--- src/design/circle_circle_collision_defines.svh ---
// ----------------------------------------------------------------------------
// Circle collision assertion macros
// Shared property forms for the collision pipeline checks.
// ----------------------------------------------------------------------------
`ifndef CIRCLE_CIRCLE_COLLISION_DEFINES_SVH
`define CIRCLE_CIRCLE_COLLISION_DEFINES_SVH

// same-cycle implication
`define CCC_ASSERT_IMP(lbl, ante, cons, msg) \
  lbl: assert property (@(posedge clk) disable iff (!rst_n) (ante) |-> (cons)) \
    else $error(msg);

// next-cycle implication
`define CCC_ASSERT_NXT(lbl, ante, cons, msg) \
  lbl: assert property (@(posedge clk) disable iff (!rst_n) (ante) |=> (cons)) \
    else $error(msg);

`endif

--- src/design/ccc_div.sv ---
// ----------------------------------------------------------------------------
// Circle collision divider
// Pipelined restoring unsigned divider, one quotient bit per stage.
// ----------------------------------------------------------------------------
module ccc_div #(
  parameter int NW = 32,
  parameter int DW = 16,
  parameter int QW = 32
) (
  input  logic          clk,
  input  logic          adv,
  input  logic [NW-1:0] num,
  input  logic [DW-1:0] den,
  output logic [QW-1:0] quo
);

  localparam int CW = (NW > DW + QW) ? NW : DW + QW;

  logic [NW-1:0] rem_r   [QW];
  logic [DW-1:0] den_r   [QW];
  logic [QW-1:0] q_r     [QW];
  logic [NW-1:0] rem_nxt [QW];
  logic [QW-1:0] q_nxt   [QW];

  for (genvar s = 0; s < QW; s++) begin : g_stage
    localparam int SH = QW - 1 - s;
    logic [NW-1:0] prem;
    logic [DW-1:0] pden;
    logic [QW-1:0] pq;
    logic [CW-1:0] dsh;
    logic [CW-1:0] diff;

    if (s == 0) begin : g_first
      assign prem = num;
      assign pden = den;
      assign pq   = '0;
    end else begin : g_rest
      assign prem = rem_r[s-1];
      assign pden = den_r[s-1];
      assign pq   = q_r[s-1];
    end

    always_comb begin
      dsh  = CW'(pden) << SH;
      diff = CW'(prem) - dsh;
      if (CW'(prem) >= dsh) begin
        rem_nxt[s] = diff[NW-1:0];
        q_nxt[s]   = pq | (QW'(1) << SH);
      end else begin
        rem_nxt[s] = prem;
        q_nxt[s]   = pq;
      end
    end

    always_ff @(posedge clk) begin
      if (adv) begin
        rem_r[s] <= rem_nxt[s];
        den_r[s] <= pden;
        q_r[s]   <= q_nxt[s];
      end
    end
  end

  assign quo = q_r[QW-1];

endmodule

--- config.mk ---
export PLATFORM = sky130hd
export DESIGN_NAME = ccc_div
export DESIGN_NICKNAME = d
export VERILOG_FILES = /design/src/design/circle_circle_collision_defines.svh /design/src/design/ccc_div.sv
export SDC_FILE = /design/constraint.sdc
export NUM_CORES = 2
export LEC_CHECK = 0
export BUFFER_PORTS_ARGS = -buffer_cell sky130_fd_sc_hd__clkbuf_2
export CORE_UTILIZATION = 50
export DETAILED_ROUTE_END_ITERATION = 16
export HOLD_SLACK_MARGIN = 0.05
export MAX_ROUTING_LAYER = met4
export PLACE_DENSITY = 0.76
export SLEW_MARGIN = 20
export SYNTH_ARGS = -nofsm -noshare
export SYNTH_HDL_FRONTEND = slang
export SYNTH_SLANG_ARGS = --single-unit
--- constraint.sdc ---
create_clock -name clk -period 5.9 [get_ports clk]
set_input_delay 0.59 -clock clk [delete_from_list [all_inputs] [get_ports clk]]
set_output_delay 0.59 -clock clk [all_outputs]
set_load 0.05 [all_outputs]
# Word-level counts from Yosys, hierarchy flattened
# Memories as Yosys holds them, arrays and structs flattened.
# Index checks and enable logic that the tools add are counted.
# totals
ff_bits	0
in_bits	50
mem_bits_rw	2560
memories	3
# op_classes
n_addsub	32
muxes	66
n_lt_le_gt_ge	32
# mem_list
name	depth	word_bits	rd	rd_clocked_by_memory_dff	write_ports	line	rtl
q_r	32	32	32	0	32	ccc_div.sv:21	logic [QW-1:0] q_r [QW];
rem_r	32	32	31	0	32	ccc_div.sv:19	logic [NW-1:0] rem_r [QW];
den_r	32	16	31	0	32	ccc_div.sv:20	logic [DW-1:0] den_r [QW];
# ops
op	count
32-bit two-way mux	33
32-bit subtractor	16
32-bit by 47-bit >= comparator with 1-bit output	1
32-bit by 46-bit >= comparator with 1-bit output	1
32-bit by 45-bit >= comparator with 1-bit output	1
32-bit by 44-bit >= comparator with 1-bit output	1
32-bit by 43-bit >= comparator with 1-bit output	1
32-bit by 42-bit >= comparator with 1-bit output	1
32-bit by 41-bit >= comparator with 1-bit output	1
32-bit by 40-bit >= comparator with 1-bit output	1
32-bit by 39-bit >= comparator with 1-bit output	1
32-bit by 38-bit >= comparator with 1-bit output	1
32-bit by 37-bit >= comparator with 1-bit output	1
32-bit by 36-bit >= comparator with 1-bit output	1
32-bit by 35-bit >= comparator with 1-bit output	1
32-bit by 34-bit >= comparator with 1-bit output	1
32-bit by 33-bit >= comparator with 1-bit output	1
32-bit by 16-bit >= comparator with 1-bit output	1
32-bit by 17-bit >= comparator with 1-bit output	1
32-bit by 18-bit >= comparator with 1-bit output	1
32-bit by 19-bit >= comparator with 1-bit output	1
32-bit by 20-bit >= comparator with 1-bit output	1
32-bit by 21-bit >= comparator with 1-bit output	1
32-bit by 22-bit >= comparator with 1-bit output	1
57 further kinds	59

# Depth between registers and ports, before layout
# An unclocked memory read counts as a cell.
# depth
ltp_word	3
depth_mapped	14
depth_no_buf	12

# Least setup slack after synthesis
# OpenSTA, ideal clock, no wires.
# synth_timing
kind	reg-to-reg
startpoint	mem rem_r[20][25], in the netlist rem_r[10][25]
endpoint	mem rem_r[21][13], in the netlist rem_r[10][45] (data pin)
t_arrival_ns	3.000
path_slack_ns	2.641
required_time_ns	5.640
setup_time_ns	0.260
n_path_buf	1
synth_period_minus_slack_ns	3.259
stages_incl_launch_ff	9
cell_sequence	edfxtp_1 -> ha_1 -> nand2_1 -> or4b_2 -> nor4b_1 -> nand3b_1 -> o31ai_1 -> clkbuf_1 -> mux2_2
# synth_rtl
element	line
from (decl)	ccc_div.sv:19

==> run_results.csv <==
group,metric,value,unit
yosys,ys_warn_count,0,
yosys,post_synth_instance_area,0.0875,mm2
die,rows,153,
status,status,"complete, no violations",
timing,setup_viol,0,
yosys,synth.ff_latch_count,2016,
clock_network,clkTransAtPathRegs,0.06,ns
finish,syn_to_final_growth,12.7,%
yosys,synth_area_leaders,"edfxtp_1 69%, ha_1 5.6%, inv_1 2.3%",
placed_design,portBuffers,81,
yosys,ys_seq_area_share,69.2,%
yosys,synth_cell_type_count,86,
pwr,p_leak,0.0365,uW
yosys,yosysTopAreaCellShare,69.2,%
clock_network,clock-sinks,2016,
worst_setup_path,crit_type,"flop to flop",
global_routing,overflow,0,
route,final_antenna_net_count,0,
finish,final_cell_count_no_fill,8842,
clock_network,root_buffer,"clkbuf_16",
worst_setup_path,reg2reg_slack,2.08,ns
die,fp.dieH,420,um
die,die_x,420,um
clock_network,cts_tree,"built",
clock_network,clk_path_buf_depth,3,
pwr,p_sw,11700,uW
pwr,internal_power,29700,uW
pwr,p_clk_share,32.3,%
pwr,irDropWorstVdd,0.324,mV
yosys,avgSynthCellArea,14.5,um2
route,dr_total_vias,48900,
finish,fill_cells,13400,
worst_setup_path,setup.worst_path.end_class,"flop",
route,via_per_inst,5.53,
timing,finalClockSkew,0.0634,ns
timing,finalHoldViolCount,0,
yosys,synthFlopType,"edfxtp_1",
worst_setup_path,crit_fanout,13,
worst_setup_path,reg2reg_to,"rem_r[14][63]",
clock_network,clock_latency,0.86,ns
hold_path,hp-class,"input port to flop",
finish,layout_common_cells,"2016 x edfxtp_1, 530 x inv_1, 392 x ha_1",
yosys,synthCells,6050,
flow_run,cap_violations,0,
clock_network,cts_buffers,199,
hold_path,holdPathEnd,"q_r[11][30]",
hold_path,min-delay-start,"adv",
global_routing,grt_pass1_vias,48600,
yosys,yosys.area.top_type,"edfxtp_1",
worst_setup_path,crit_required,6.44,ns
timing,fin_tns_setup,0,ns
hold_path,hold_path_depth,1,
pwr,power_density,420,mW/mm2
placed_design,post-place-cells,8420,
global_routing,grt_use_total,19.2,%
clock_network,cts_max_level,4,
clock_network,cts_resized,0,
die,initial_core_util,50.3,%
finish,mostFrequentLayoutCell,"edfxtp_1",
worst_setup_path,rr_startpoint,"den_r[28][0]",
global_routing,grt_max_degree,195,
worst_setup_path,startpoint_type,"flop",
die,ioPinCount,82,
global_routing,antenna_found_initial,2,
timing,period_needed,3.82,ns
timing,tightest_slew,1.05,ns
route,wire_per_inst,18.7,um
die,core_area,0.174,mm2
timing,finalMaxSlewViolations,0,
timing,slew_headroom,30.3,%
yosys,synth-edff-count,2016,
yosys,synth_nets,6522,
placed_design,finalWeightedCongestion,0.914,
pwr,comb_power_share,21.1,%
pwr,p_total,41400,uW
route,first_pass_iters,6,
finish,fin_nets,6816,
yosys,synth-async-reset-ratio,0,%
pwr,switching_share,28.3,%
timing,rsz0062_at_grt,"no",
route,drc,0,
worst_setup_path,reg2reg_depth,10,
timing,finalCritPeriodShare,64.7,%
route,first_iter_violations,4042,
placed_design,hpwl,113,mm
pwr,p_seq_share,46.7,%
timing,max_freq,262,MHz
route,totalWireLength,165,mm
timing,hold_slack,0.339,ns
global_routing,grt_first_pass_wirelength,259,mm
worst_setup_path,cp.arrival,4.36,ns
die,die-area,0.177,mm2
finish,drive_gt1_share,9.87,%
-- cell families after synthesis --
group,count (synthesis),synth area share [%]
flops,2016,69.2
mux,165,2.10
buf+inv,614,2.65
xor+xnor,383,3.83
simple gates,1326,7.94
fa+ha+maj,422,6.29
compound gates,1124,7.98
-- per-layer routing --
metal	global-route usage, %	vias up	wire [um]
met1	23.8	23700	70700
met3	2.93	347	8460
met4	7.27	0	5670
met2	31.7	1345	80500
li1	-	23500	-
met5	-	-	0
-- Yosys cell counts (17+ instances only) --
library cell and instances:
edfxtp_1 2016, inv_1 530, ha_1 392, a21oi_1 355
nand2_1 292, o21ai_0 292, nor2_1 288, xnor2_1 221
xor2_1 162, nor4_1 140, mux2_2 137, a21o_1 117
nor3_1 105, nand4_1 74, clkbuf_1 73, nor2b_1 69
nand3_1 68, nand2b_1 56, o21a_1 46, a31oi_1 37
and3_1 33, o31ai_1 33, or3_1 31, fa_1 30
o21bai_1 29, or2_2 28, or4_1 28, nor4b_1 27
mux2i_1 26, a211oi_1 25, o211ai_1 21, o31a_1 19
a21boi_0 17, and2_1 17
-- registers in the layout, summed over array words and instances, names as in the netlist --
signal and count:
rem_r 992, den_r 496, q_r 528
-- power groups by stage --
stage	sequential, uW	combinational, uW	clock [uW]
6_report	19300	8730	13400
2_1_floorplan	19100	6530	0
3_3_place_gp	19600	8340	0
5_1_grt	19500	9680	14200
3_5_place_dp	19600	8510	0
4_1_cts	19300	8620	13600
-- stage by stage --
stage	instance area, um2	setup slack, ns	util [%]
after floorplan	87500	2.64	-
after global placement	91000	2.25	52.3
after detailed placement	91000	2.16	52.3
after CTS	98600	2.11	56.7
after global routing	98600	1.77	56.7
final	98600	2.08	56.7
-- cell type report --
type | instances | area [um2] | area share, %
repair buffers | 174 | 1340 | 1.36
flip-flops and latches | 2016 | 60500 | 61.4
clock buffers | 226 | 5080 | 5.15
inverters | 533 | 2000 | 2.03
multi-input cells | 3420 | 24700 | 25.0
diodes | 1 | 2.50 | 0.00254
clock inverters | 147 | 2020 | 2.05
well taps | 2325 | 2910 | 2.95
-- worst max path at each step --
stage                       start             to  slack [ns]  depth (start not counted)
floorplan           rem_r[10][25]  rem_r[10][45]        2.64                          8
global placement     rem_r[12][6]  rem_r[12][58]        2.25                         12
detailed placement   den_r[28][0]  rem_r[14][63]        2.16                         10
CTS                  den_r[28][0]  rem_r[14][63]        2.11                         10
global route         rem_r[6][49]   rem_r[7][30]        1.77                         12
finish               den_r[28][0]  rem_r[14][63]        2.08                         10
-- critical path, stage by stage, from the launching register on --
cell and delay, ns:
edfxtp_1 0.41, ha_1 0.23, fa_1 0.42, nor2b_1 0.17, o31a_1 0.19, o21ai_0 0.26, a2111oi_0 0.86, nor3_4 0.20
a21o_1 0.26, nor4b_1 0.37, xor2_1 0.13
-- repair_timing --
item                                   in CTS  in global routing
setup buffers                               0                  0
setup endpoints to repair                   0                  0
hold buffers                               48                  0
endpoints found under the hold margin      48                  0
No activity file was read; power rests on OpenSTA's default activity.
