### src/design/circle_circle_collision_defines.svh
// ----------------------------------------------------------------------------
// Circle collision assertion macros
// Shared property forms for the collision pipeline checks.
// ----------------------------------------------------------------------------
`ifndef CIRCLE_CIRCLE_COLLISION_DEFINES_SVH
`define CIRCLE_CIRCLE_COLLISION_DEFINES_SVH

// same-cycle implication
`define CCC_ASSERT_IMP(lbl, ante, cons, msg) \
  lbl: assert property (@(posedge clk) disable iff (!rst_n) (ante) |-> (cons)) \
    else $error(msg);

// next-cycle implication
`define CCC_ASSERT_NXT(lbl, ante, cons, msg) \
  lbl: assert property (@(posedge clk) disable iff (!rst_n) (ante) |=> (cons)) \
    else $error(msg);

`endif

### src/design/ccc_pkg.sv
// ----------------------------------------------------------------------------
// Circle collision package
// Item types, widths and fixed-point helpers shared by the pipeline.
// ----------------------------------------------------------------------------
package ccc_pkg;

  localparam int THR_W      = 16;
  localparam int DIST_W     = 33;
  localparam int RAD_W      = 2 * DIST_W;
  localparam int REM_W      = DIST_W + 4;
  localparam int QUO_W      = 32;
  localparam int SQRT_LAT   = DIST_W;
  localparam logic [THR_W-1:0] THR_RESET = 16'd1;

  typedef struct packed {
    logic signed [31:0] pos_a_x;
    logic signed [31:0] pos_a_y;
    logic signed [31:0] pos_b_x;
    logic signed [31:0] pos_b_y;
    logic signed [31:0] vel_a_x;
    logic signed [31:0] vel_a_y;
    logic signed [31:0] vel_b_x;
    logic signed [31:0] vel_b_y;
    logic [31:0]        mass_pair;
    logic [30:0]        radius_a;
    logic [30:0]        radius_b;
    logic [31:0]        restitution_pair;
  } in_item_t;

  typedef struct packed {
    logic               collided;
    logic               degenerate;
    logic signed [31:0] new_pos_a_x;
    logic signed [31:0] new_pos_a_y;
    logic signed [31:0] new_pos_b_x;
    logic signed [31:0] new_pos_b_y;
    logic signed [31:0] new_vel_a_x;
    logic signed [31:0] new_vel_a_y;
    logic signed [31:0] new_vel_b_x;
    logic signed [31:0] new_vel_b_y;
  } out_item_t;

  typedef struct packed {
    in_item_t           item;
    logic signed [32:0] dx;
    logic signed [32:0] dy;
    logic [15:0]        ma;
    logic [15:0]        mb;
    logic [15:0]        e;
    logic [16:0]        msum;
    logic [32:0]        kanum;
    logic [32:0]        kbnum;
    logic [DIST_W-1:0]  cdist;
    logic [31:0]        overlap;
    logic               collided;
    logic               degenerate;
  } side_t;

  typedef struct packed {
    logic [QUO_W-1:0] nx;
    logic [QUO_W-1:0] ny;
    logic [QUO_W-1:0] ka;
    logic [QUO_W-1:0] kb;
    logic [QUO_W-1:0] sa;
    logic [QUO_W-1:0] sb;
  } quo_t;

  // arithmetic shift right, rounding toward zero
  function automatic logic signed [79:0] shr_trunc(input logic signed [79:0] x,
                                                   input int unsigned sh);
    logic signed [79:0] bias;
    bias = x[79] ? ((80'sd1 <<< sh) - 80'sd1) : 80'sd0;
    return (x + bias) >>> sh;
  endfunction

  function automatic logic signed [31:0] sat32(input logic signed [47:0] x);
    logic signed [31:0] r;
    if (x > 48'sd2147483647) begin
      r = 32'sh7fffffff;
    end else if (x < -48'sd2147483648) begin
      r = 32'sh80000000;
    end else begin
      r = x[31:0];
    end
    return r;
  endfunction

endpackage

### src/design/ccc_sqrt.sv
// ----------------------------------------------------------------------------
// Circle collision square root
// Pipelined restoring floor square root, one result bit per stage.
// ----------------------------------------------------------------------------
module ccc_sqrt (
  input  logic                       clk,
  input  logic                       adv,
  input  logic [ccc_pkg::RAD_W-1:0]  rad,
  output logic [ccc_pkg::DIST_W-1:0] root
);

  import ccc_pkg::*;

  logic [RAD_W-1:0]  rad_r   [DIST_W];
  logic [REM_W-1:0]  rem_r   [DIST_W];
  logic [DIST_W-1:0] root_r  [DIST_W];
  logic [RAD_W-1:0]  rad_nxt [DIST_W];
  logic [REM_W-1:0]  rem_nxt [DIST_W];
  logic [DIST_W-1:0] root_nxt[DIST_W];

  for (genvar k = 0; k < DIST_W; k++) begin : g_stage
    logic [RAD_W-1:0]  prad;
    logic [REM_W-1:0]  prem;
    logic [DIST_W-1:0] proot;
    logic [REM_W-1:0]  rem_sh;
    logic [REM_W-1:0]  trial;

    if (k == 0) begin : g_first
      assign prad  = rad;
      assign prem  = '0;
      assign proot = '0;
    end else begin : g_rest
      assign prad  = rad_r[k-1];
      assign prem  = rem_r[k-1];
      assign proot = root_r[k-1];
    end

    always_comb begin
      rem_sh     = {prem[REM_W-3:0], prad[RAD_W-1 -: 2]};
      trial      = {2'b00, proot, 2'b01};
      rad_nxt[k] = prad << 2;
      if (rem_sh >= trial) begin
        rem_nxt[k]  = rem_sh - trial;
        root_nxt[k] = {proot[DIST_W-2:0], 1'b1};
      end else begin
        rem_nxt[k]  = rem_sh;
        root_nxt[k] = {proot[DIST_W-2:0], 1'b0};
      end
    end

    always_ff @(posedge clk) begin
      if (adv) begin
        rad_r[k]  <= rad_nxt[k];
        rem_r[k]  <= rem_nxt[k];
        root_r[k] <= root_nxt[k];
      end
    end
  end

  assign root = root_r[DIST_W-1];

endmodule

### config.mk
export PLATFORM = sky130hd
export DESIGN_NAME = ccc_sqrt
export DESIGN_NICKNAME = d
export VERILOG_FILES = /design/src/design/circle_circle_collision_defines.svh /design/src/design/ccc_pkg.sv /design/src/design/ccc_sqrt.sv
export SDC_FILE = /design/constraint.sdc
export NUM_CORES = 2
export LEC_CHECK = 0
export BUFFER_PORTS_ARGS = -buffer_cell sky130_fd_sc_hd__buf_4
export CAP_MARGIN = 10
export CORE_MARGIN = 2
export CORE_UTILIZATION = 55
export DETAILED_ROUTE_END_ITERATION = 7
export PLACE_DENSITY = 0.77
export SLEW_MARGIN = 20
export SYNTH_ARGS = -nofsm -noshare
export SYNTH_HDL_FRONTEND = slang
export SYNTH_MEMORY_MAX_BITS = 65536
export SYNTH_SLANG_ARGS = --single-unit
### constraint.sdc
create_clock -name clk -period 3.7 [get_ports clk]
set_input_delay 0.185 -clock clk [delete_from_list [all_inputs] [get_ports clk]]
set_output_delay 0.185 -clock clk [all_outputs]
set_load 0.02 [all_outputs]
# Word-level counts from Yosys, hierarchy flattened
# Memory sizes are Yosys's and may differ from the RTL's.
# Cells that the tools add are included.
# Widths: inputs -> output; s select.
[op_classes]
addsub = 33
n_lt_le_gt_ge = 33
n_mux = 68
[op_table]
columns = ["cell", "count"]
rows = [
  ["$mux 37", 33],
  ["$ge 37x35->1", 32],
  ["$sub 37x35->37", 32],
  ["$mux 1", 35],
  ["$sub 2x1->3 const B", 1],
  ["$ge 2x1->1 const B", 1],
]
[word_totals]
word_cells = 137
mem_count = 3
mem_bits_rw = 4422
reg_bits = 0
[mem_list]
columns = ["memory", "depth", "width", "rd", "rd_clocked_by_memory_dff", "write_ports", "line", "text"]
rows = [
  ["rad_r", 33, 64, 32, 0, 33, "ccc_sqrt.sv:14", "logic [RAD_W-1:0] rad_r [DIST_W];"],
  ["rem_r", 33, 37, 32, 0, 33, "ccc_sqrt.sv:15", "logic [REM_W-1:0] rem_r [DIST_W];"],
  ["root_r", 33, 33, 33, 0, 33, "ccc_sqrt.sv:16", "logic [DIST_W-1:0] root_r [DIST_W];"],
]

# Longest topological paths before layout
# An unclocked memory read counts as a cell.
[depth]
word_depth = 3
ltp_mapped = 15

# Worst setup path after synthesis
# Ideal clock, no wire load.
[synth_timing]
path_type = "reg-to-reg"
start = "memory rem_r[0][963] (netlist bit)"
end = "memory rem_r[0][1026] (netlist bit) (data pin)"
setup_time_ns = 0.270
stages_incl_launch_ff = 12
path_slack_ns = 0.141
n_path_buf = 2
arrival_time_ns = 3.289
synth_period_minus_slack_ns = 3.559
path_cell_list = "edfxtp_1 > ha_1 > a21oi_1 > a2111oi_0 > o41ai_1 > o21ai_1 > a311oi_1 > o21bai_1 > a21oi_1 > clkbuf_1 > buf_1 > o21ai_0"
[synth_rtl]
columns = ["item", "line"]
rows = [
  ["start, declared", "ccc_sqrt.sv:15"],
]

==> run metrics <==
status finished clean; Post-Syn Area approximately 0.12 sq mm; Final Max Slew Viols 0; Syn Inst Count between 9k and 10k; die height between 400 and 500 microns; Max clock buf depth 4; Netlist cell types 95; drt wl/cell ~19 microns; Final Cycle Share between 90 and 100%; final-stage net count 10.95k; synthesized net count ~10k; HPWL after DPL 187.5 mm; max_slew headroom roughly 36%; Via Count ~76k; r2r endpoint rem_r[0][851]; total negative setup slack 0 ns; Multi-input gate area ~0.04 sq mm; Hold Crit Class input port to flip-flop; largest net degree at the start of global routing approximately 120; EDFF count, synth around 2.7k; Clock Sinks approximately 2.7k; ys async rst share 0%; endpoints failing hold 0; # IOs between 100 and 150; met2 GRT Util 39.09%; worst path cell trace ha_1 -> nand4_1 -> or3_1 -> or4_1 -> nor3_1 -> nor3_1 -> a21boi_4 -> buf_4 -> buf_12 -> xnor2_1; r2r setup slk between 0.1 and 0.15 ns; P_leak approximately 55 nW; H-tree levels 5; Final min period roughly 3.6 ns; register area share after synthesis 64.98%; # fillers roughly 17k; WP buf/inv 2; critical path launch point type flip-flop; proportion of layout cells with a drive suffix above 1 10.54%; max_cap viols 0; Worst-Margin Slew slightly below 1 ns; Final Skew approximately 0.083 ns; CTS Root Cell clkbuf_16; core area 0.2245 sq mm; Initial DRT Pass Iterations 6; crit path max-delay cell type or4_1; Avg Inst Size Synth between 10 and 15 sq um; vias in the first global route 75.78k; Layout area overhead 14.80%; post-synthesis sequential element count ~2.7k; CTS tree done; CP peak stage delay ~0.60 ns; total power 87.63 mW; hold_sp rad[64]; Clk Latency, worst-skew pair approximately 0.94 ns; Worst Hold Margin around 0.11 ns; DRT Wirelength around 260 mm; hold path cells 3; GR peak layer met2; global routing usage on met1 between 20% and 30%; starting density of the core a little under three fifths; Via density ~5.6; Inserted Clock Buffers 296; met3 Use GR between 2 and 3%; WP data arrival between 4 and 5 ns; number of remaining DRC errors 0; global-route wire length before repair between 400 and 500 mm; final setup fails 0; all-layer global routing usage ~22%; Top Family by Delay on Critical Path simple AND/OR/NAND/NOR gates; die width ~480 microns; Reg area ~0.08 sq mm; maximum VDD drop 0.4317 mV; CP dominant cell by count nor3_1; Most used DFF post-synth edfxtp_1; Final Wtd Congestion slightly above 0.9; grt total ovfl 0; Synthesis Warnings 0; CP required 4.33 ns; die area around 0.23 sq mm; FMAX 278.0 MHz; Reg clk slew, reported paths 0.06 ns; RR Startpoint rem_r[0][822]; Core Rows 174; Initial DRC Count between 5k and 6k; Port Buf Inserts 100; number of cells on the worst reg-to-reg path 10; maximum fanout along the worst path 33; kind of critical path flip-flop to flip-flop; WHS Endpoint rem_r[0][0]; post-route ant nets 0; Power Density between 600 and 700 mW/mm^2; antenna violations before repair 4; Crit. End Element flip-flop
through the flow:
step	util (%)	cells	setup slack, ns	area, sq um
floorplan	-	9528	0.1406	124000
global placement	58.54	12830	-0.03771	131400
detailed placement	58.54	12830	-0.05189	131400
CTS	63.22	13470	-0.001627	141900
global route	63.43	13480	-0.01552	142400
finish	63.44	13480	0.1034	142400
area by class of cell:
class	instances	share of cell area, %
inverter	745	1.964
clock buffer	359	5.488
tap	2992	2.629
multi-input combinational	5927	28.41
antenna	2	0.003515
timing repair buffer	627	3.973
sequential	2684	56.60
clock inverter	147	0.9244
cell usage in the layout (no fill, tap or decap), types with 54 or more instances in the layout:
cell type / n
a21o_1: 246
mux2_2: 55
a21oi_1: 557
ha_1: 594
nand2_1: 709
or4_1: 54
inv_1: 742
o21a_1: 87
o21ai_0: 542
nor2_1: 513
nand3_1: 154
nor4_1: 109
nor2b_1: 85
clkinv_1: 60
clkbuf_1: 55
o21bai_1: 61
edfxtp_1: 2684
clkbuf_16: 304
xnor2_1: 425
or3_1: 109
nand4_1: 98
xor2_1: 500
dlygate4sd3_1: 132
buf_4: 444
nor3_1: 248
nand2b_1: 110
worst register-to-register path: stages, from the launching register on:
cell and delay (ns):
edfxtp_1 0.42, ha_1 0.41, nand4_1 0.17, or3_1 0.43, or4_1 0.60, nor3_1 0.25
nor3_1 0.14, a21boi_4 0.18, buf_4 0.18, buf_12 0.18, xnor2_1 0.35
worst max path at each step:
stage                               from  depth (start not counted)        endpoint
after floorplan            rem_r[0][963]                         11  rem_r[0][1026]
after global placement     rem_r[0][963]                         13  rem_r[0][1032]
after detailed placement   rem_r[0][429]                          8   rem_r[0][451]
after CTS                 root_r[1][206]                         11   rem_r[0][853]
after global routing       rem_r[0][159]                         11   rem_r[0][203]
final                      rem_r[0][822]                         10   rem_r[0][851]
sequential cells by signal (all words and copies together), names as in the netlist:
register / count
rem_r: 1067
rad_r: 1056
root_r: 561
cell usage after synthesis, drive strengths merged (11+ instances only):
cell type	instances	area share (%)
nand2	709	2.1
nor4b	17	0.12
a211oi	43	0.26
nand4b	12	0.085
nand2b	110	0.55
a31oi	47	0.24
or2	44	0.22
a2111oi	17	0.14
nor3	255	1.0
mux2i	11	0.089
edfxtp	2684	65
nor3b	18	0.11
o31a	18	0.13
nor4	123	0.64
ha	596	6.0
nand3	156	0.64
o31ai	46	0.28
o21bai	62	0.38
a211o	11	0.078
nand4	99	0.50
a21oi	563	2.3
o22ai	14	0.071
a21o	246	1.5
xor2	500	3.5
o21a	89	0.54
a221oi	11	0.078
clkbuf	144	0.44
nor2b	87	0.44
and3	41	0.21
or3	116	0.59
a31o	14	0.099
o21ai	565	2.3
inv	745	2.3
buf	28	0.10
o211ai	35	0.21
o41ai	15	0.11
a21boi	16	0.097
or4	60	0.37
and2	34	0.17
nor2	514	1.6
mux2	59	0.54
nand3b	18	0.11
xnor2	425	3.0
and4	11	0.078
report_power, final:
part	internal (mW)	switching, mW	leakage, nW	total, mW
registers	38.5	2.65	25.8	41.2
logic	7.92	10.6	24.5	18.5
clock network	16.5	11.4	4.43	27.9
total	62.9	24.7	54.7	87.6
what timing repair did:
item	in CTS	in global routing
hold endpoints to repair	206	0
hold buffers	132	0
gates cloned	0	0
setup buffers	1	14
pin swaps	0	13
setup endpoints to repair	34	235
resized for setup	13	93
routing by layer:
metal	vias to the layer above	routed length, microns
met5	-	13
met4	2	10310
met2	1881	130400
met3	604	10410
met1	36880	109100
li1	36710	-
cells by family after synthesis:
kind of cell	synth area share [%]
compound gates	9.350
xor+xnor	6.532
fa+ha+maj	6.012
buf+inv	2.792
flops	64.98
mux	0.6244
other cells	0.003023
simple gates	9.706
Power figures use the tool's default switching activity.
