## src/design/circle_circle_collision_defines.svh

```systemverilog
// ----------------------------------------------------------------------------
// Circle collision assertion macros
// Shared property forms for the collision pipeline checks.
// ----------------------------------------------------------------------------
`ifndef CIRCLE_CIRCLE_COLLISION_DEFINES_SVH
`define CIRCLE_CIRCLE_COLLISION_DEFINES_SVH

// same-cycle implication
`define CCC_ASSERT_IMP(lbl, ante, cons, msg) \
  lbl: assert property (@(posedge clk) disable iff (!rst_n) (ante) |-> (cons)) \
    else $error(msg);

// next-cycle implication
`define CCC_ASSERT_NXT(lbl, ante, cons, msg) \
  lbl: assert property (@(posedge clk) disable iff (!rst_n) (ante) |=> (cons)) \
    else $error(msg);

`endif

```

## src/design/ccc_delay.sv

```systemverilog
// ----------------------------------------------------------------------------
// Circle collision side delay
// Shift line that carries item context and valid alongside a datapath unit.
// ----------------------------------------------------------------------------
module ccc_delay #(
  parameter int W = 8,
  parameter int N = 2
) (
  input  logic         clk,
  input  logic         rst_n,
  input  logic         adv,
  input  logic         in_valid,
  input  logic [W-1:0] in_data,
  output logic         out_valid,
  output logic [W-1:0] out_data
);

  logic [N-1:0] vld_r;
  logic [W-1:0] dat_r [N];

  always_ff @(posedge clk) begin
    if (!rst_n) begin
      vld_r <= '0;
    end else if (adv) begin
      vld_r <= {vld_r[N-2:0], in_valid};
    end
  end

  always_ff @(posedge clk) begin
    if (adv) begin
      dat_r[0] <= in_data;
      for (int i = 1; i < N; i++) begin
        dat_r[i] <= dat_r[i-1];
      end
    end
  end

  assign out_valid = vld_r[N-1];
  assign out_data  = dat_r[N-1];

endmodule

```

## config.mk

```make
export PLATFORM = sky130hd
export DESIGN_NAME = ccc_delay
export DESIGN_NICKNAME = d
export VERILOG_FILES = /design/src/design/circle_circle_collision_defines.svh /design/src/design/ccc_delay.sv
export SDC_FILE = /design/constraint.sdc
export NUM_CORES = 1
export LEC_CHECK = 0
export BUFFER_PORTS_ARGS = -buffer_cell sky130_fd_sc_hd__buf_4
export CAP_MARGIN = 10
export CORE_MARGIN = 1.5
export CORE_UTILIZATION = 41
export DETAILED_ROUTE_END_ITERATION = 12
export PLACE_DENSITY = 0.67
export SYNTH_ARGS = -nofsm -noshare
export SYNTH_HDL_FRONTEND = slang
export SYNTH_SLANG_ARGS = --single-unit
```

## constraint.sdc

```tcl
create_clock -name clk -period 0.9 [get_ports clk]
set_clock_uncertainty 0.1 [all_clocks]
set_input_delay 0.09 -clock clk [delete_from_list [all_inputs] [get_ports clk]]
set_output_delay 0.09 -clock clk [all_outputs]
set_load 0.02 [all_outputs]
```

### Word level (Yosys, flattened, before mapping)

Memory sizes are Yosys's and may differ from the RTL's.
Index checks and enable logic that the tools add are counted.

| word-level totals | value |
|---|---|
| register bits | 2 |
| latch bits | 0 |
| memory bits (writable) | 16 |
| bits in read-only memories | 0 |
| memories kept | 1 |

| cells by class | value |
|---|---|
| $add $sub $neg | 0 |
| multiply operators | 0 |
| divide/modulo/power cells | 0 |
| order comparisons | 0 |
| eq/ne operators | 0 |
| shift operators | 0 |
| mux-type cells | 2 |
| bitwise logic cells | 0 |
| reduce and logical (&&, ||, !) cells | 0 |

Memory list:

| memory | words | width | read ports | clocked after memory_dff | write ports | RTL line | RTL |
|---|---|---|---|---|---|---|---|
| dat_r | 2 | 8 | 2 | 0 | 2 | ccc_delay.sv:19 | `logic [W-1:0] dat_r [N];` |

Operators with widths:

| kind | number |
|---|---|
| $mux W1 | 2 |

### Depth between registers and ports, before layout

Gate-level depths: netlist (run 1).

| logic depth | value |
|---|---|
| depth in word-level cells | 2 |
| depth in mapped cells | 2 |

### Worst setup path after synthesis (run 1)

Ideal clock, no wire load.

| path | value |
|---|---|
| kind | register -> register |
| from | register, netlist name vld_r[1] |
| to | register vld_r[1] |
| library setup time | 0.065 ns |
| arrival | 0.603 ns |
| slack | 0.132 ns |
| cell stages (with the launch flop) | 3 |
| buffers on the path | 0 |
| cells stage by stage | dfxtp_1 mux2i_1 nor2b_1 |

RTL lines:

| item | RTL line | RTL |
|---|---|---|
| end signal, assigned | ccc_delay.sv:25 | `vld_r <= {vld_r[N-2:0], in_valid};` |
| end, declared | ccc_delay.sv:18 | `logic [N-1:0] vld_r;` |

==> impl_metrics.tcl, run 1 <==
set metrics [dict create \
    route.detailed.vias_per_inst 4.39 \
    avgSynthCellArea_um2 20.4 \
    synth_top_cells_by_area "edfxtp_1, buf_4, dfxtp_1" \
    post-route-min-period_ns 1.01 \
    vias 312 \
    grt_remaining_overflow 0 \
    failed_checks "setup timing" \
    worst_slew_margin_rel_pct 85.3 \
    insertedDiodeCount 0 \
    worst_path_dominant_cell_family "flip-flops" \
    power.static_leakage_nw 0.361 \
    drtPass1Iterations 2 \
    final_wtd_congestion 0.604 \
    total_cts_buffers 3 \
    htree_levels 1 \
    sink_count 18 \
    endpoint_arrival_time_on_the_critical_path_ns 0.82 \
    proportion_of_netlist_area_held_by_the_largest_area_contributor_pct 78.4 \
    die_wd_um 41.7 \
    critical_path_startpoint_category "flop" \
    outcome "finished, violations left" \
    synth_nets 42 \
    num-nets-final 69 \
    synth.yosys.warnings 0 \
    vias_in_the_first_global_route 333 \
    routedWlPerCell_um 10.7 \
    setup_ws_ns -0.114 \
    min-delay-path-class "input port to flop" \
    clkSlewWorstSetupHoldPaths_ns 0.09 \
    postSynthCellCount 30 \
    die_h_um 41.7 \
    timing.critical_path.slowest_cell_delay_ns 0.40 \
    most_common_library_cell_in_the_layout_ignoring_fill_and_taps "edfxtp_1" \
    maximum_number_of_pins_on_one_net_before_global_route_repair 19 \
    unrepaired_setup_endpoints_after_global_routing "yes" \
    fillerInstances 98 \
    synth.largest_area_cell "edfxtp_1" \
    number_of_failing_setup_endpoints_in_the_final_timing_report 9 \
    drv_slew 0 \
    max-vdd-ir-drop_uv 1190 \
    insertion_delay_ns 0.28 \
    setup_total_negative_slack_ns -0.824 \
    area_delta_synth_final_pct 44.5 \
    cp-end-kind "primary output" \
    critical_path.cell_chain "buf_6" \
    cap_violations 0 \
    layout.cells.most_common_list "edfxtp_1, buf_4, dlygate4sd3_1, buf_6, clkbuf_4" \
    route.final.wire_length_um 762 \
    p_per_area_nw_per_um2 1750 \
    mappedNetlistArea_um2 613 \
    final.period_utilization_pct 113 \
    top_level_port_count 21 \
    groute.usage.overall_pct 11.0 \
    hold_viol_final 0 \
    worst-setup-path-type "flop to primary output" \
    cp_max_fo 1 \
    core.rowCount 13 \
    starting_utilization_of_the_core_area_pct 45.4 \
    floorplan.die_area_um2 1740 \
    placeable_core_region_um2 1350 \
    yosysSeqAreaShare_pct 84.9 \
    clock_tree_from_tritoncts "yes" \
    layout-drive-gt1-share_pct 42.9 \
    worst_ep_required_time_ns 0.71 \
    port-buffer-count 20 \
    initialDrtViolationCount 2 \
    total_cell_area_at_the_placement_stage_um2 722 \
    top_achievable_clock_speed_ghz 0.986 \
    tightestPinTransition_ns 0.221 \
    synth_seq_cells 18 \
    remaining_drc_errors 0 \
    cts-root-to-sink-buffers 2 \
    drt.antenna.violating_nets 0 \
    grt_antenna_before_repair 0 \
    grt_first_pass_wirelength_mm 1.37 \
    worst_path_max_delay_cell "edfxtp_1" \
    finish.instance_area_um2 886 \
    yosys.cell_types.count 5 \
    clock_tree.root_cell "clkbuf_4" \
    critical_path.n_buffers_inverters 1 \
]
==> layout make-up <==
type	count	area, um2	share of cell area (%)
flip-flops and latches	18	522	58.9
repair buffers	30	287	32.3
multi-input cells	4	32.5	3.67
clock buffers	3	22.5	2.54
well taps	15	18.8	2.12
clock inverters	1	3.75	0.424
==> report_power, final <==
| part | internal, mW | switching [mW] |
|---|---|---|
| sequential | 0.976 | 0.0197 |
| clock | 0.161 | 0.217 |
| combinational | 0.110 | 0.0686 |
| total | 1.25 | 0.306 |
==> flip-flops by register name (all words and copies together) (netlist names) <==
signal and count:
vld_r 2, dat_r 16
==> logic make-up after synthesis <==
kind of cell / after synthesis / synth area share [%]
buffers and inverters: 8 / 9.80
DFF: 18 / 84.9
muxes: 2 / 3.27
and+or+nand+nor: 2 / 2.04
==> layer usage <==
metal  routed length, um  vias up  global-route usage, %  share of wire [%]
met5                   0        -                      0                  0
met4                  10        0                   7.74                1.3
met3                  52        2                   3.04                6.8
met2                 385       14                   18.4                 51
met1                 314      142                   11.9                 41
li1                    -      154                      -                  -
==> cell usage after synthesis <==
library cell and n:
dfxtp_1 2, edfxtp_1 16, buf_4 8, nor2b_1 2, mux2i_1 2
==> path summary, 6_finish.rpt <==
check / from / end / slack, ns / depth (start not counted)
worst max-delay path: dat_r[0][12] / out_data[4] / -0.11 / 1
worst min-delay path: adv / dat_r[0][12] / 0.08 / 1
worst max register to register: dat_r[0][5] / dat_r[0][13] / 0.16 / 0
worst min register to register: dat_r[0][1] / dat_r[0][9] / 0.33 / 0
==> metrics by stage <==
| stage | total power, mW | util (%) | hold WS, ns | setup slack [ns] | cells |
|---|---|---|---|---|---|
| after floorplan | 1.08 | - | 0.0889 | 0.132 | 30 |
| after global placement | 1.13 | 53.5 | 0.169 | 0.118 | 57 |
| after detailed placement | 1.14 | 53.5 | 0.169 | 0.0781 | 57 |
| after CTS | 1.57 | 65.4 | 0.0781 | -0.134 | 71 |
| after global routing | 1.61 | 65.6 | 0.0873 | -0.155 | 71 |
| final | 1.55 | 65.6 | 0.0847 | -0.114 | 71 |
==> what timing repair did <==
item	4_1_cts	5_1_grt
endpoints found under the hold margin	10	0
gates resized for setup	10	1
endpoints found under the setup margin	9	10
pin swaps	0	0
buffers inserted	0	0
hold buffers	10	0
Note: power is estimated with default switching activity, not from simulation.
==> run 2, diff against run 1 <==
- CORE_UTILIZATION: 41 -> 45
- PLACE_DENSITY: 0.67 -> 0.73
- SLEW_MARGIN: default -> 20
==> run 2 against run 1 <==
Net effect: the flow still finishes with violations (setup timing); die area is 8.3% lower; core utilization rose by 2.3 points; sequential power about the same; critical path depth stayed put; sequential share of layout area grew 0.84 points; largest cell class unchanged.
==> impl_metrics.tcl, run 2 (same netlist as run 1, synthesis figures left out) <==
set metrics [dict create \
    outcome "finished, violations left" \
    failed_checks "setup timing" \
    unrepaired_setup_endpoints_after_global_routing "yes" \
    die_wd_um 39.9 \
    total_cts_buffers 3 \
    timing.reg2reg.worst_path_depth 2 \
    clock_tree.root_cell "clkbuf_4" \
    floorplan.die_area_um2 1590 \
    maximum_number_of_pins_on_one_net_before_global_route_repair 19 \
    placeable_core_region_um2 1280 \
    post-route-min-period_ns 1.00 \
    fin_total_pwr_mw 1.54 \
    sink_count 18 \
    grt_antenna_before_repair 0 \
    groute.usage.overall_pct 11.7 \
    htree_levels 1 \
    p_per_area_nw_per_um2 1770 \
    critical_path_startpoint_category "flop" \
    drv_slew 0 \
    vias 303 \
    whs_path_depth 3 \
    critical_path.n_buffers_inverters 1 \
    core.rowCount 13 \
    min-delay-path-class "input port to flop" \
    cp_max_fo 1 \
    top_achievable_clock_speed_ghz 0.995 \
    setup_ws_ns -0.105 \
    cp_num_cells 1 \
    grt_remaining_overflow 0 \
    postLayoutCoreUtil_pct 68.0 \
    final_wtd_congestion 0.569 \
    cp-end-kind "primary output" \
    final.period_utilization_pct 112 \
    worst_path_dominant_cell_family "flip-flops" \
    largest_reg_flops 16 \
    insertedDiodeCount 0 \
    max-vdd-ir-drop_uv 966 \
    tightestPinTransition_ns 0.213 \
    drtPass1Iterations 1 \
    layout.cells.most_common_list "edfxtp_1, buf_4, dlygate4sd3_1, buf_6, clkbuf_4" \
    top_level_port_count 21 \
    area_delta_synth_final_pct 42.4 \
    power.static_leakage_nw 0.348 \
    most_common_library_cell_in_the_layout_ignoring_fill_and_taps "edfxtp_1" \
    clkSlewWorstSetupHoldPaths_ns 0.09 \
    largestRegisters "dat_r: 16 flops, vld_r: 2 flops" \
    remaining_drc_errors 0 \
    starting_utilization_of_the_core_area_pct 47.7 \
    total_cell_area_at_the_placement_stage_um2 722 \
    initialDrtViolationCount 0 \
    post_cts.repair.setup_buffers 0 \
    regMostFlops "dat_r" \
    layout-drive-gt1-share_pct 43.6 \
    port-buffer-count 20 \
    placed_cells 57 \
    drt.antenna.violating_nets 0 \
    grt_first_pass_wirelength_mm 1.04 \
    finish.instance_area_um2 873 \
    worst_path_max_delay_cell "edfxtp_1" \
    vias_in_the_first_global_route 265 \
    endpoint_arrival_time_on_the_critical_path_ns 0.81 \
    number_of_failing_setup_endpoints_in_the_final_timing_report 9 \
    route.final.wire_length_um 796 \
    cap_violations 0 \
    stdcell_count 70 \
    worst_slew_margin_rel_pct 85.8 \
    worst_ep_required_time_ns 0.71 \
    timing.critical_path.slowest_cell_delay_ns 0.39 \
    worst-setup-path-type "flop to primary output" \
    cts-root-to-sink-buffers 2 \
    num-nets-final 68 \
    clock_tree_from_tritoncts "yes" \
    hold_viol_final 0 \
    insertion_delay_ns 0.28 \
    critical_path.cell_chain "buf_6" \
    route.detailed.vias_per_inst 4.33 \
    routedWlPerCell_um 11.4 \
    die_h_um 39.9 \
]
==> run 2: metrics by stage <==
stage / setup TNS (ns) / worst slack (ns) / hold WS (ns)
2_1_floorplan: 0 / 0.132 / 0.0889
3_3_place_gp: 0 / 0.117 / 0.169
3_5_place_dp: 0 / 0.0452 / 0.169
4_1_cts: -0.860 / -0.115 / 0.0118
5_1_grt: -1.13 / -0.146 / 0.0597
6_report: -0.787 / -0.105 / 0.00778
==> run 2: area by class of cell <==
type	count	area, um2
clock buffer	3	22.5
clock inverter	1	3.75
sequential	18	522
multi-input combinational	4	32.5
tap	15	18.8
timing repair buffer	29	274
fill	85	412
==> run 2: worst paths after layout <==
kind                startpoint     endpoint  slack (ns)
setup / recovery  dat_r[0][12]  out_data[4]       -0.10
hold / removal        in_valid     vld_r[0]       0.008
setup reg to reg      vld_r[0]     vld_r[0]        0.15
hold reg to reg    dat_r[0][1]  dat_r[0][9]        0.33
==> run 2: layer usage <==
layer / vias to the layer above / global-route usage (%) / wire (um)
met3: 2 / 3.41 / 49
li1: 151 / - / -
met4: 0 / 10.3 / 10
met5: - / 0 / 0
met1: 138 / 8.85 / 240
met2: 12 / 22.2 / 495
==> run 2: repair_timing <==
action / 4_1_cts / 5_1_grt
endpoints found under the setup margin: 9 / 9
hold endpoints to repair: 10 / 0
gates cloned: 0 / 0
gates resized for setup: 8 / 2
pin swaps: 0 / 0
hold buffers: 9 / 0
==> run 2: tightest hold or removal path: cells and delay by family <==
family | cells | cell delay [ns]
mux | 1 | 0.07
buf+inv | 1 | 0.08
simple gates | 1 | 0.11
==> run 2: power by group <==
group	switching, mW	internal [mW]
clock	0.213	0.160
sequential	0.0199	0.976
combinational	0.0692	0.106
